**config.mk**
```make
export PLATFORM = sky130hd
export DESIGN_NAME = task_heartbeat_watchdog
export DESIGN_NICKNAME = d
export VERILOG_FILES = /design/src/hw/rtl/thw_pkg.sv /design/src/hw/rtl/thw_cell.sv /design/src/hw/rtl/task_heartbeat_watchdog.sv
export SDC_FILE = /design/constraint.sdc
export NUM_CORES = 1
export LEC_CHECK = 0
export ABC_AREA = 1
export BUFFER_PORTS_ARGS = -buffer_cell sky130_fd_sc_hd__buf_4
export CAP_MARGIN = 20
export CORE_MARGIN = 5
export CORE_UTILIZATION = 60
export DETAILED_ROUTE_END_ITERATION = 10
export PLACE_DENSITY = 0.78
export REMOVE_ABC_BUFFERS = 1
export SLEW_MARGIN = 25
export SYNTH_ARGS = -nofsm -noshare
export SYNTH_HDL_FRONTEND = slang
export SYNTH_SLANG_ARGS = --single-unit
```
**constraint.sdc**
```tcl
create_clock -name clock -period 3.5 [get_ports clock]
set_input_delay 0.175 -clock clock [delete_from_list [all_inputs] [get_ports clock]]
set_output_delay 0.175 -clock clock [all_outputs]
set_load 0.05 [all_outputs]
```
**src/hw/rtl/thw_pkg.sv**
```systemverilog
// Shared constants and types for the task heartbeat watchdog.
// No dependencies; used by thw_cell and task_heartbeat_watchdog.
`timescale 1ns / 1ps

package thw_pkg;

   localparam int NUM_TASKS = 8;

   localparam int REQ_TYPE_W = 2;
   localparam int TASK_ID_W  = 4;
   localparam int LIMIT_W    = 8;
   localparam int RELOAD_W   = 12;
   localparam int MASK_W     = 8;
   localparam int CSR_IDX_W  = 1;
   localparam int CSR_DATA_W = 12;

   localparam logic [REQ_TYPE_W-1:0] REQ_CHECKIN   = 2'd0;
   localparam logic [REQ_TYPE_W-1:0] REQ_SUPERVISE = 2'd1;
   localparam logic [REQ_TYPE_W-1:0] REQ_COUNTDOWN = 2'd2;

   localparam logic [CSR_IDX_W-1:0] CSR_STALL_LIMIT = 1'd0;
   localparam logic [CSR_IDX_W-1:0] CSR_RELOAD      = 1'd1;

   localparam logic [LIMIT_W-1:0]  STALL_LIMIT_RESET = 8'd15;
   localparam logic [RELOAD_W-1:0] RELOAD_RESET      = 12'd1000;

   typedef struct packed {
      logic               checkin;
      logic               supervise;
      logic [LIMIT_W-1:0] stall_limit;
   } cell_ctrl_type;

endpackage

```
**src/hw/rtl/thw_cell.sv**
```systemverilog
// One task slot of the watchdog chain: pending flag, seen flag, stall count.
// Depends on thw_pkg for widths and the cell control struct.
`timescale 1ns / 1ps

module thw_cell (
   input  logic                  clock,
   input  logic                  reset,
   input  thw_pkg::cell_ctrl_type ctrl,
   input  logic                  chain_in,
   output logic                  stalled,
   output logic                  chain_out
);

   logic                         pending_ff, pending_in;
   logic                         seen_ff, seen_in;
   logic [thw_pkg::LIMIT_W-1:0]  count_ff, count_in;
   logic [thw_pkg::LIMIT_W-1:0]  count_next;

   always_comb begin
      count_next = (count_ff < ctrl.stall_limit) ? count_ff + 1'b1 : count_ff;
      stalled    = !pending_ff && seen_ff && (count_next >= ctrl.stall_limit);
      chain_out  = chain_in | stalled;
   end

   always_comb begin
      pending_in = pending_ff;
      seen_in    = seen_ff;
      count_in   = count_ff;
      if (ctrl.checkin) begin
         pending_in = 1'b1;
      end else if (ctrl.supervise) begin
         if (pending_ff) begin
            pending_in = 1'b0;
            seen_in    = 1'b1;
            count_in   = '0;
         end else if (seen_ff) begin
            count_in = count_next;
         end
      end
   end

   always_ff @(posedge clock) begin
      if (reset) begin
         pending_ff <= 1'b0;
         seen_ff    <= 1'b0;
         count_ff   <= '0;
      end else begin
         pending_ff <= pending_in;
         seen_ff    <= seen_in;
         count_ff   <= count_in;
      end
   end

endmodule

```
**src/hw/rtl/task_heartbeat_watchdog.sv**
```systemverilog
// Task heartbeat watchdog top: config registers, cell chain, countdown, result register.
// Depends on thw_pkg and thw_cell.
// A supervise or countdown beat shows its result in the cycle after acceptance.
// Throughput: one beat per cycle; a result held by rsp_stall stalls the input that cycle.
// The stalled-task chain across the cells settles within the cycle of the supervise beat.
// Reset: cells clear, countdown loads 1000, limit 15, reload 1000, no result pending.
`timescale 1ns / 1ps

module task_heartbeat_watchdog (
   input  logic                             clock,
   input  logic                             reset,
   input  logic                             req_valid,
   output logic                             req_stall,
   input  logic [thw_pkg::REQ_TYPE_W-1:0]   req_type,
   input  logic [thw_pkg::TASK_ID_W-1:0]    req_task_id,
   output logic                             rsp_valid,
   input  logic                             rsp_stall,
   output logic                             rsp_refresh,
   output logic [thw_pkg::MASK_W-1:0]       rsp_stalled_mask,
   output logic                             rsp_reset_request,
   input  logic                             csr_we,
   input  logic [thw_pkg::CSR_IDX_W-1:0]    csr_index,
   input  logic [thw_pkg::CSR_DATA_W-1:0]   csr_wdata
);

   localparam int IdW = thw_pkg::TASK_ID_W;

   logic [thw_pkg::LIMIT_W-1:0]  limit_ff, limit_in;
   logic [thw_pkg::RELOAD_W-1:0] reload_ff, reload_in;
   logic [thw_pkg::RELOAD_W-1:0] countdown_ff, countdown_in;

   logic                         rsp_valid_ff, rsp_valid_in;
   logic                         refresh_ff, refresh_in;
   logic [thw_pkg::MASK_W-1:0]   mask_ff, mask_in;
   logic                         reset_req_ff, reset_req_in;

   logic                         accept;
   logic                         do_supervise;
   logic                         do_countdown;
   logic                         expired;
   logic [thw_pkg::NUM_TASKS-1:0] stalled_vec;
   logic [thw_pkg::NUM_TASKS:0]   chain;
   thw_pkg::cell_ctrl_type        ctrl [thw_pkg::NUM_TASKS];

   assign req_stall    = rsp_valid_ff & rsp_stall;
   assign accept       = req_valid & ~req_stall;
   assign do_supervise = accept && (req_type == thw_pkg::REQ_SUPERVISE);
   assign do_countdown = accept && (req_type == thw_pkg::REQ_COUNTDOWN);

   assign chain[0] = 1'b0;

   always_comb begin
      for (int i = 0; i < thw_pkg::NUM_TASKS; i++) begin
         ctrl[i].checkin     = accept && (req_type == thw_pkg::REQ_CHECKIN)
                               && (req_task_id == IdW'(i));
         ctrl[i].supervise   = do_supervise;
         ctrl[i].stall_limit = limit_ff;
      end
   end

   for (genvar i = 0; i < thw_pkg::NUM_TASKS; i++) begin : g_cell
      thw_cell u_cell (
         .clock     (clock),
         .reset     (reset),
         .ctrl      (ctrl[i]),
         .chain_in  (chain[i]),
         .stalled   (stalled_vec[i]),
         .chain_out (chain[i+1])
      );
   end

   always_comb begin
      mask_in = '0;
      for (int i = 0; i < thw_pkg::NUM_TASKS; i++) begin
         mask_in[i] = stalled_vec[i];
      end
   end

   // countdown and config
   always_comb begin
      limit_in     = limit_ff;
      reload_in    = reload_ff;
      countdown_in = countdown_ff;
      expired      = 1'b0;
      if (csr_we) begin
         case (csr_index)
            thw_pkg::CSR_STALL_LIMIT: limit_in  = csr_wdata[thw_pkg::LIMIT_W-1:0];
            thw_pkg::CSR_RELOAD:      reload_in = csr_wdata[thw_pkg::RELOAD_W-1:0];
            default: ;
         endcase
      end
      if (do_supervise && !chain[thw_pkg::NUM_TASKS]) begin
         countdown_in = reload_ff;
      end else if (do_countdown) begin
         if (countdown_ff <= thw_pkg::RELOAD_W'(1)) begin
            expired      = 1'b1;
            countdown_in = reload_ff;
         end else begin
            countdown_in = countdown_ff - thw_pkg::RELOAD_W'(1);
         end
      end
   end

   // result register
   always_comb begin
      rsp_valid_in = (rsp_valid_ff & rsp_stall) | do_supervise | do_countdown;
      refresh_in   = do_supervise & ~chain[thw_pkg::NUM_TASKS];
      reset_req_in = do_countdown & expired;
   end

   always_ff @(posedge clock) begin
      if (reset) begin
         limit_ff     <= thw_pkg::STALL_LIMIT_RESET;
         reload_ff    <= thw_pkg::RELOAD_RESET;
         countdown_ff <= thw_pkg::RELOAD_RESET;
         rsp_valid_ff <= 1'b0;
      end else begin
         limit_ff     <= limit_in;
         reload_ff    <= reload_in;
         countdown_ff <= countdown_in;
         rsp_valid_ff <= rsp_valid_in;
      end
   end

   always_ff @(posedge clock) begin
      if (do_supervise || do_countdown) begin
         refresh_ff   <= refresh_in;
         mask_ff      <= do_supervise ? mask_in : '0;
         reset_req_ff <= reset_req_in;
      end
   end

   assign rsp_valid         = rsp_valid_ff;
   assign rsp_refresh       = refresh_ff;
   assign rsp_stalled_mask  = mask_ff;
   assign rsp_reset_request = reset_req_ff;

   a_refresh_excl: assert property (@(posedge clock) disable iff (reset)
      rsp_valid_ff |-> !(refresh_ff && reset_req_ff))
      else $error("refresh and reset request in one beat");

   a_refresh_no_mask: assert property (@(posedge clock) disable iff (reset)
      (rsp_valid_ff && refresh_ff) |-> (mask_ff == '0))
      else $error("refresh with stalled tasks");

   a_refresh_reload: assert property (@(posedge clock) disable iff (reset)
      (do_supervise && !chain[thw_pkg::NUM_TASKS]) |=> (countdown_ff == $past(reload_ff)))
      else $error("refresh did not reload countdown");

   a_count_step: assert property (@(posedge clock) disable iff (reset)
      (do_countdown && countdown_ff > thw_pkg::RELOAD_W'(1)) |=>
      (countdown_ff == $past(countdown_ff) - thw_pkg::RELOAD_W'(1)) && !rsp_reset_request)
      else $error("countdown step wrong");

   a_stall_hold: assert property (@(posedge clock) disable iff (reset)
      (do_supervise && chain[thw_pkg::NUM_TASKS]) |=> $stable(countdown_ff))
      else $error("countdown moved while a task is stalled");

endmodule

```
==> results.md <==
* Post-layout min period at 3542 ps
* Tightest Pin Transition at 1026 ps
* H-tree Lvls at 4
* Pint at 2.760 mW
* Layout fillers at 1186
* Clk_lat worst skew at 430 ps
* P per Cell Area at 318.6 mW/mm^2
* Clock sinks at between 100 and 150
* # DRC at 0
* Via total after detailed routing at 9637
* Post-layout worst setup margin at -41.82 ps
* CTS root buffer: clkbuf_16
* Post-synthesis area per instance at 6.827 sq um
* Run status: complete, but fails checks
* Switch share at between 20% and 30%
* Min-Delay Path Class: in2reg
* Synth Flop Type: dfxtp_1
* Die area at about 0.019 sq mm
* First-pass GRT wire length at 40320 microns
* Crit. End Element: flop
* Netlist cell types at 38
* Switching Power at 0.9739 mW
* Largest net degree at the start of global routing at 82
* CTS Buf Count at 17
* Initial DRT Pass Iterations at 7
* Total Wirelength at 26350 microns
* Yosys reg bits at 123
* Worst endpoint required time at 3880 ps
* Clk pwr share at 47.5%
* Overflow after GRT at 0
* CTS tree: built
* Final ANT Viol Nets at 0
* Critical path's slowest cell: dfxtp_2
* Slew Viols, Final at 0
* Share of cells above drive strength 1 at 15.91%
* Cell repeated most along the worst path: nand2_1
* Antenna violations before repair at 0
* WP data arrival at approximately 3900 ps
* Violated checks: negative setup slack
* Placed cell count at 1677
* Final period util at 101.2%
* Critical Path Fanout Max at 12
* Critical Path Source Type: flop
* Via count normalized by instance count at roughly 5.5
* Register-to-register setup slack at -40 ps
* Max_slew headroom at 31.09%
* Die Y at 136.8 microns
* Detailed placement HPWL at approximately 17000 microns
* Drt initial violations at around 720
* TNS Setup at -111.4 ps
* Clock slew at reported path FFs at 60 ps
* Crit path kind: reg2reg
* Io pins at 36
* Inserted Diodes at 0
* Max Cap Violations at 0
* EDFF count, synth at 10
* Seq/Total Area, Yosys at between 20% and 30%
* All-layer global routing usage at 26.74%
* PortBufs at 35
* Highest clock rate at 0.2823 GHz
* P_leak at roughly 6 nW
* YS warnings at 0
* Placed Area at 0.01035 sq mm
* Final hold vios at 0
* Rows at 46
* Initial Util at 60.99%
* Max Root-Sink Buffers at 2
* Critical Path Max Stage Delay at 330 ps
* Cell area after synthesis at between 0.009 and 0.01 sq mm
* CORE AREA at 0.01583 sq mm
* Buffers & Inverters on Critical Path at 8
* Worst path top cell family by delay: simple AND/OR/NAND/NOR gates
* Unrepaired setup endpoints after global routing: true
* GPL Wtd Cong at roughly 0.9
* Logic pwr share at 12.9%
* Layout Cells excl Fill at 1756
* Flop pwr share at 39.6%
* Peak VDD IR at 354.2 uV
* Wire per inst at roughly 15 microns
* Final clock skew at 3.470 ps
* Final setup vio count at 6
* Die width at approximately 140 microns
* Finished Cell Area at about 0.012 sq mm
* Async set or reset register ratio after synthesis at 0%
* Synth-to-Final Area Change at 21.43%
* Vias in the first global route at 8772
* NumNets Final at 1681
* Syn Inst Count at roughly 1400
through the flow:
step	hold WS, ps	util, %	setup slack (ps)	power (mW)
after floorplan	237.4	-	284.7	1.755
after global placement	380.5	65.38	75.46	1.917
after detailed placement	393.0	65.38	-70.44	1.928
after CTS	19.61	69.84	9.592	3.693
after global routing	36.46	74.06	-251.0	3.870
final	19.41	74.06	-41.82	3.734
final cells by class:
type	count	area (sq um)	share of cell area (%)
Clock buffer	25	496.7	4.238
Clock inverter	7	87.58	0.7472
Inverter	218	852.1	7.269
Multi-Input combinational cell	1045	6394	54.55
Sequential cell	123	2564	21.87
Tap cell	216	270.3	2.306
Timing Repair Buffer	117	1023	8.732
Timing Repair inverter	5	33.78	0.2882
cell usage after synthesis (8+ instances only):
cell | n | area share (%)
o21ai_1 | 52 | 2.7
inv_1 | 203 | 7.9
nor2_1 | 65 | 2.5
o21ai_0 | 49 | 2.5
buf_6 | 12 | 1.4
dfxtp_1 | 113 | 23
nand3_1 | 46 | 2.4
a21oi_1 | 129 | 6.7
clkbuf_1 | 10 | 0.39
nor3_1 | 12 | 0.62
ha_1 | 130 | 17
nand2_1 | 417 | 16
o211ai_1 | 8 | 0.62
xnor2_1 | 9 | 0.82
xor2_1 | 48 | 4.4
edfxtp_1 | 10 | 3.1
nand4_1 | 31 | 2.0
o21a_1 | 12 | 0.93
inv_2 | 14 | 0.54
cell families (layout without fill, tap and decap cells):
family                     count (synthesis)  count (layout)  share of synthesized area (%)
DFF                                      123             123                          26.55
xor gates and xnor gates                  57              57                          5.172
AOI/OAI and AO/OA                        262             262                          14.49
and+or+nand+nor                          596             596                          26.23
buffers and inverters                    246             372                          10.71
adders and majority gates                130             130                          16.85
routing by layer:
layer  track usage, %  vias up  wire, microns
li1                 -     4818              -
met1            33.24     4447          11280
met2            46.39      292          12760
met3            4.926       80           1367
met4            9.368        0            938
met5                0        -              0
flip-flops by register name, indices dropped and copies added, names as in the netlist:
signal and count:
reload_ff 12, rsp_stalled_mask 8, countdown_ff 12, g_cell.u_cell.seen_ff 8, rsp_reset_request 1, g_cell.u_cell.pending_ff 8, rsp_valid 1, g_cell.u_cell.count_ff 64
limit_ff 8, rsp_refresh 1
worst reg2reg max path: cells and delay by family, from the launching register on:
family / cells / cell delay [ps]
flops: 1 / 330
simple gates: 17 / 1530
fa+ha+maj: 2 / 480
compound gates: 2 / 220
buf+inv: 8 / 940
cells in the final DEF (no fill, tap or decap), types with 4 or more instances in the layout:
cell and instances:
ha_1 114, nand4_1 31, ha_4 15, a21oi_1 125, dlygate4sd3_1 9, o21ai_1 49, nand3_1 45, a21o_1 4
o21a_1 12, clkbuf_16 19, nand2_2 23, clkbuf_1 5, xor2_1 46, clkinvlp_4 4, xnor2_1 9, o21ai_0 42
a21oi_2 6, inv_2 8, nor2_1 59, nor2_2 10, o211ai_1 8, buf_6 8, o21ai_2 14, nor3_1 12
edfxtp_1 10, buf_4 93, inv_4 6, nand2_1 400, clkinv_2 6, dfxtp_1 112, nor3_2 5, clkinv_4 4
buf_12 6, inv_1 200
power by group through the flow:
stage | Sequential [mW] | Clock [mW] | Combinational, mW
floorplan | 1.52 | 0 | 0.231
global placement | 1.51 | 0 | 0.410
detailed placement | 1.51 | 0 | 0.420
CTS | 1.48 | 1.78 | 0.436
global route | 1.48 | 1.86 | 0.531
finish | 1.48 | 1.77 | 0.482
final timing paths:
kind | from | endpoint | cells past startpoint
min | csr_wdata[4] | reload_ff[4] | 3
max | limit_ff[1] | countdown_ff[2] | 29
max reg2reg | limit_ff[1] | countdown_ff[2] | 29
min reg2reg | reload_ff[11] | reload_ff[11] | 2
timing repair:
action                     in CTS  in global routing
resized for setup               5                 86
pin swaps                       1                 45
setup endpoints to repair      12                 13
buffers inserted                2                 30
gates cloned                    0                  6
hold endpoints to repair        9                  0
hold buffers                    9                  0
Power figures use the tool's default switching activity.
